==> config.mk <==
export PLATFORM = sky130hd
export DESIGN_NAME = hbond_dist_unit
export DESIGN_NICKNAME = d
export VERILOG_FILES = /design/src/sv/hbond_pkg.sv /design/src/sv/hbond_dist_unit.sv
export SDC_FILE = /design/constraint.sdc
export NUM_CORES = 2
export LEC_CHECK = 0
export ABC_AREA = 1
export BUFFER_PORTS_ARGS = -buffer_cell sky130_fd_sc_hd__buf_2
export CELL_PAD_IN_SITES_DETAIL_PLACEMENT = 1
export CELL_PAD_IN_SITES_GLOBAL_PLACEMENT = 1
export CORE_ASPECT_RATIO = 0.7
export CORE_MARGIN = 2
export CORE_UTILIZATION = 30
export CTS_CLUSTER_DIAMETER = 200
export DETAILED_ROUTE_END_ITERATION = 8
export GPL_TIMING_DRIVEN = 0
export HOLD_SLACK_MARGIN = 0.06
export MAX_ROUTING_LAYER = met4
export PLACE_DENSITY = 0.56
export REMOVE_ABC_BUFFERS = 1
export SLEW_MARGIN = 20
export SYNTH_ARGS = -nofsm -noshare
export SYNTH_HDL_FRONTEND = slang
export SYNTH_SLANG_ARGS = --single-unit
export TNS_END_PERCENT = 5
==> constraint.sdc <==
create_clock -name clk_i -period 23.3 [get_ports clk_i]
set_input_delay 4.66 -clock clk_i [delete_from_list [all_inputs] [get_ports clk_i]]
set_output_delay 4.66 -clock clk_i [all_outputs]
set_load 0.02 [all_outputs]
==> src/sv/hbond_pkg.sv <==
// Package for the hydrogen bond contact detector: command codes, widths and shared types.
// No dependencies.
package hbond_pkg;
  localparam int unsigned CoordW = 20;
  localparam int unsigned TagW   = 16;
  localparam int unsigned D2W    = 43;

  typedef enum logic [2:0] {
    CMD_REC_H    = 3'd0,
    CMD_REC_HVY  = 3'd1,
    CMD_LIG_H    = 3'd2,
    CMD_LIG_QRY  = 3'd3,
    CMD_CLEAR    = 3'd4
  } cmd_e;

  localparam logic REG_CUTOFF = 1'b0;
  localparam logic REG_BOND   = 1'b1;

  typedef struct packed {
    logic signed [CoordW-1:0] x;
    logic signed [CoordW-1:0] y;
    logic signed [CoordW-1:0] z;
  } point_t;
endpackage

==> src/sv/hbond_dist_unit.sv <==
// Shared squared-distance unit, two register stages: axis squares, then sum.
// Depends on hbond_pkg.
module hbond_dist_unit (
  input  logic                           clk_i,
  input  hbond_pkg::point_t              a_i,
  input  hbond_pkg::point_t              b_i,
  output logic [hbond_pkg::D2W-1:0]      d2_o
);
  logic signed [hbond_pkg::CoordW:0] dx, dy, dz;
  logic [2*hbond_pkg::CoordW+1:0] sx_q, sy_q, sz_q;

  always_comb begin
    dx = {a_i.x[hbond_pkg::CoordW-1], a_i.x} - {b_i.x[hbond_pkg::CoordW-1], b_i.x};
    dy = {a_i.y[hbond_pkg::CoordW-1], a_i.y} - {b_i.y[hbond_pkg::CoordW-1], b_i.y};
    dz = {a_i.z[hbond_pkg::CoordW-1], a_i.z} - {b_i.z[hbond_pkg::CoordW-1], b_i.z};
  end

  always_ff @(posedge clk_i) begin
    sx_q <= (2*hbond_pkg::CoordW+2)'(dx * dx);
    sy_q <= (2*hbond_pkg::CoordW+2)'(dy * dy);
    sz_q <= (2*hbond_pkg::CoordW+2)'(dz * dz);
    d2_o <= hbond_pkg::D2W'(sx_q) + hbond_pkg::D2W'(sy_q) + hbond_pkg::D2W'(sz_q);
  end
endmodule

==> impl_metrics.env, run 1 <==
export IMPL_post_synthesis_simple_gate_area_fraction=0.1736
export IMPL_cts_buffer_depth=2
export IMPL_io_buffer_count=163
export IMPL_synth_xor_area_share=0.02921
export IMPL_post_synth_instance_area_sq_um=57000
export IMPL_first_pass_grt_wire_length_um=295900
export IMPL_number_of_enable_type_register_cells_in_the_synthesized_netlist=0
export IMPL_grt_overflow=0
export IMPL_stop_stage="detailed routing"
export IMPL_post_synth_inst_count=7083
export IMPL_asr_flop_ratio_synth=0
export IMPL_grtUsageTotal=0.2049
export IMPL_synth_compound_area_share=0.04381
export IMPL_portion_of_the_post_synthesis_area_used_by_sequential_elements=0.05830
export IMPL_cts_setup_buffers=0
export IMPL_effective_utilization_at_floorplan=0.3029
export IMPL_total_number_of_yosys_warnings=0
export IMPL_outcome="aborted with a tool error"
export IMPL_synthAdderAreaFrac=0.5552
export IMPL_hold_buffers=0
export IMPL_design_portCount=164
export IMPL_first_global_vias=48800
export IMPL_hpwl_um=170000
export IMPL_dieHeight_um=368.7
export IMPL_placementRows=133
export IMPL_grt_antenna_before_repair=3
export IMPL_muxShareOfSynthArea=0
export IMPL_cts_sinks=166
export IMPL_gp_congestion=0.8998
export IMPL_synth_top_family_by_area="adder cells"
export IMPL_cts_inserted_buffers=17
export IMPL_flops_latches_synth=166
export IMPL_netlist_cell_type_count=45
export IMPL_fp_dieW_um=525.0
export IMPL_syn_avg_cell_area_sq_um=8.048
export IMPL_tool_error="[ERROR DRT-0255] Maze Route cannot find path of net clk_i in worker of routeBox ( 483000 96600 ) ( 525010 144900 )."
export IMPL_ctsResizeCount=0
export IMPL_ctsRootBufferMaster="sky130_fd_sc_hd__clkbuf_16"
export IMPL_largest_net_degree_at_the_start_of_global_routing=23
export IMPL_dominant_register_cell_in_the_synthesized_netlist="sky130_fd_sc_hd__dfxtp_1"
export IMPL_cts_htree_levels=4
[through the flow]
stage | cell area, sq um | std cells | hold slack (ps) | setup slack [ps] | utilization
3_3_place_gp | 60470 | 9653 | 570.9 | 8496 | 0.3213
2_1_floorplan | 56530 | 6993 | 549.1 | 11160 | -
5_1_grt | 61570 | 9701 | 631.7 | 8446 | 0.3271
4_1_cts | 61560 | 9700 | 584.5 | 9029 | 0.3271
3_5_place_dp | 60920 | 9668 | 572.8 | 8566 | 0.3237
[per-layer routing]
metal  global-route usage
met5                    -
met4              0.02191
met3              0.02652
met2               0.2812
met1               0.3241
[synthesized netlist by cell type (all sizes together) (9+ instances only)]
cell    count  share of area
o21bai     55         0.0072
nor2      813          0.054
o21ai     125          0.011
a31oi       9        0.00099
inv      1989           0.13
ha        472           0.10
fa       1286           0.45
or2        16         0.0018
dfxtp     166          0.058
nand3     230          0.021
a21o       14         0.0019
nand3b     15         0.0020
clkbuf     37         0.0024
nor3       29         0.0025
nand4      54         0.0061
a21oi     235          0.021
xor2      122          0.021
xnor2      51         0.0078
buf        55         0.0060
nand2    1276          0.085
[logic make-up after synthesis]
family,count (synthesis)
and+or+nand+nor,2446
buffers and inverters,2086
adders and majority gates,1758
AOI/OAI and AO/OA,453
xor gates and xnor gates,173
DFF,166
other,1
==> inputs of run 2 (changes only) <==
==> config.mk (replaced) <==
export PLATFORM = sky130hd
export DESIGN_NAME = hbond_dist_unit
export DESIGN_NICKNAME = d
export VERILOG_FILES = /design/src/sv/hbond_pkg.sv /design/src/sv/hbond_dist_unit.sv
export SDC_FILE = /design/constraint.sdc
export NUM_CORES = 2
export LEC_CHECK = 0
export ABC_AREA = 1
export BUFFER_PORTS_ARGS = -buffer_cell sky130_fd_sc_hd__buf_2
export CORE_MARGIN = 2
export CORE_UTILIZATION = 20
export DETAILED_ROUTE_END_ITERATION = 8
export GPL_TIMING_DRIVEN = 0
export PLACE_DENSITY_LB_ADDON = 0.15
export REMOVE_ABC_BUFFERS = 1
export SLEW_MARGIN = 20
export SYNTH_ARGS = -nofsm -noshare
export SYNTH_HDL_FRONTEND = slang
export SYNTH_SLANG_ARGS = --single-unit
export TNS_END_PERCENT = 5
==> impl_metrics.env, run 2 <==
export IMPL_fp_dieW_um=537.9
export IMPL_endpoints_failing_setup=0
export IMPL_effective_utilization_at_floorplan=0.2006
export IMPL_cts_inserted_buffers=17
export IMPL_design_portCount=164
export IMPL_largest_register_ffs=43
export IMPL_most_numerous_cell_types_in_the_synthesized_netlist="sky130_fd_sc_hd__inv_1, sky130_fd_sc_hd__fa_1, sky130_fd_sc_hd__nand2_1"
export IMPL_path_common_cell="sky130_fd_sc_hd__inv_1"
export IMPL_setup_repair_after_global_routing_missed_its_margin="no"
export IMPL_worstHoldPathType="reg2reg"
export IMPL_path_clk_slew_ps=80
export IMPL_crit_slowest_cell="sky130_fd_sc_hd__inv_1"
export IMPL_worst_setup_path_type="in2reg"
export IMPL_critical_path_max_stage_delay_ps=920
export IMPL_final_setup_skew_ps=17.41
export IMPL_cts_setup_buffers=0
export IMPL_tightest_slew_ps=1148
export IMPL_end_kind="register"
export IMPL_dominant_register_cell_in_the_synthesized_netlist="sky130_fd_sc_hd__dfxtp_1"
export IMPL_final_min_clock_period_ps=13990
export IMPL_n_fill_cell=31620
export IMPL_slew_headroom=0.2323
export IMPL_hpwl_um=165100
export IMPL_syn_avg_cell_area_sq_um=8.048
export IMPL_post_synth_inst_count=7083
export IMPL_drt_iter0_drc=2525
export IMPL_most_flops_register="d2_o"
export IMPL_timing_max_transition_violations_final=0
export IMPL_worstSkewPairLatency_ps=460
export IMPL_dieHeight_um=537.9
export IMPL_cts_buffer_depth=2
export IMPL_via_density_per_instance=3.965
export IMPL_placementRows=196
export IMPL_yosys_top_cells_area="sky130_fd_sc_hd__fa_1, sky130_fd_sc_hd__inv_1, sky130_fd_sc_hd__ha_1, sky130_fd_sc_hd__nand2_1, sky130_fd_sc_hd__dfxtp_1"
export IMPL_asr_flop_ratio_synth=0
export IMPL_layout_nets=9071
export IMPL_drtAntennaViolNets=0
export IMPL_die_area_sq_um=289300
export IMPL_routed_wire_length_per_instance_um=16.93
export IMPL_first_pass_grt_wire_length_um=290200
export IMPL_total_number_of_yosys_warnings=0
export IMPL_layout_commonest_cell="sky130_fd_sc_hd__inv_1"
export IMPL_detailedRoute_firstPassIterationCount=5
export IMPL_synth_most_common_cell="sky130_fd_sc_hd__inv_1"
export IMPL_hold_buffers=0
export IMPL_synth_top_cell_area_share=0.4516
export IMPL_peak_freq_mhz=71.46
export IMPL_final_cell_mix="sky130_fd_sc_hd__inv_1, sky130_fd_sc_hd__fa_1, sky130_fd_sc_hd__nand2_1, sky130_fd_sc_hd__nor2_1, sky130_fd_sc_hd__ha_1"
export IMPL_post_synth_instance_area_sq_um=57000
export IMPL_portion_of_the_post_synthesis_area_used_by_sequential_elements=0.05830
export IMPL_crit_required_ps=23640
export IMPL_max_cap_viols=0
export IMPL_io_buffer_count=163
export IMPL_outcome="finished clean"
export IMPL_setup_worst_path_start_class="primary input"
export IMPL_ctsResizeCount=0
export IMPL_largest_net_degree_at_the_start_of_global_routing=23
export IMPL_crit_arrival_ps=14340
export IMPL_tritoncts="done"
export IMPL_vias=43500
export IMPL_grtUsageTotal=0.1316
export IMPL_first_global_vias=47890
export IMPL_cts_htree_levels=4
export IMPL_setup_tns_ps=0
export IMPL_routed_wirelength_um=185700
export IMPL_grt_antenna_before_repair=6
export IMPL_timing_final_crit_share=0.6006
export IMPL_grt_overflow=0
export IMPL_number_of_enable_type_register_cells_in_the_synthesized_netlist=0
export IMPL_flow_area_growth_from_synthesis_pct=10.84
export IMPL_flops_latches_synth=166
export IMPL_gp_congestion=0.8824
export IMPL_post_synth_top_area_cell="sky130_fd_sc_hd__fa_1"
export IMPL_drc_errors=0
export IMPL_drive_gt1_frac=0.04469
export IMPL_ctsRootBufferMaster="sky130_fd_sc_hd__clkbuf_16"
export IMPL_timing_hold_violations_final=0
export IMPL_core_box_area_sq_um=284200
export IMPL_worst_path_max_fanout=20
export IMPL_cts_sinks=166
export IMPL_netlist_cell_type_count=45
==> run 2: metrics by stage <==
step | setup WS (ps) | instances | hold slack (ps) | utilization | instance area, sq um
2_1_floorplan | 11160 | 6993 | 549.1 | - | 56530
3_3_place_gp | 8399 | 10920 | 574.8 | 0.2183 | 62050
3_5_place_dp | 8743 | 10940 | 581.2 | 0.2201 | 62550
4_1_cts | 9207 | 10970 | 591.7 | 0.2223 | 63170
5_1_grt | 8631 | 10970 | 642.5 | 0.2223 | 63180
6_report | 9307 | 10970 | 591.1 | 0.2223 | 63180
==> run 2: metal layers <==
layer	GRT usage	share of wire	vias to the layer above
met3	0.009952	0.033	76
li1	-	-	20830
met2	0.2195	0.47	718
met5	0	0	-
met1	0.1889	0.49	21870
met4	0.01864	0.012	0
==> run 2: cell families (layout without fill, tap and decap cells) <==
family                     count (synthesis)  count (layout)  synth area share
buffers and inverters                   2086            2206            0.1397
other                                      1               7        0.00006578
DFF                                      166             166           0.05830
AOI/OAI and AO/OA                        453             453           0.04381
adders and majority gates               1758            1758            0.5552
and+or+nand+nor                         2446            2446            0.1736
xor gates and xnor gates                 173             173           0.02921
==> run 2: layout make-up <==
cell class	instances	area [sq um]	share of cell area
diodes	4	10.01	0.0001584
multi-input cells	4833	46000	0.7280
flip-flops and latches	166	3323	0.05260
clock inverters	15	197.7	0.003129
clock buffers	17	425.4	0.006733
inverters	1994	7485	0.1185
repair buffers	180	1035	0.01638
well taps	3762	4707	0.07450
==> run 2: path summary, 6_finish.rpt <==
kind	startpoint	endpoint	slack, ps	cells past startpoint
setup / recovery	a_i[20]	sy_q[41]	9310	36
setup reg to reg	sz_q[4]	d2_o[34]	20120	11
hold reg to reg	sz_q[0]	d2_o[1]	590	3
hold / removal	sz_q[0]	d2_o[1]	590	3
==> run 2: critical path: cells and delay by family <==
family / cells / cell delay (ps)
fa+ha+maj: 10 / 4970
simple gates: 16 / 2940
buf+inv: 10 / 1710
Power of run 2 is left out: the tool's default activity adds up to more than one toggle a clock period on the data nets, which glitch-free logic cannot reach.
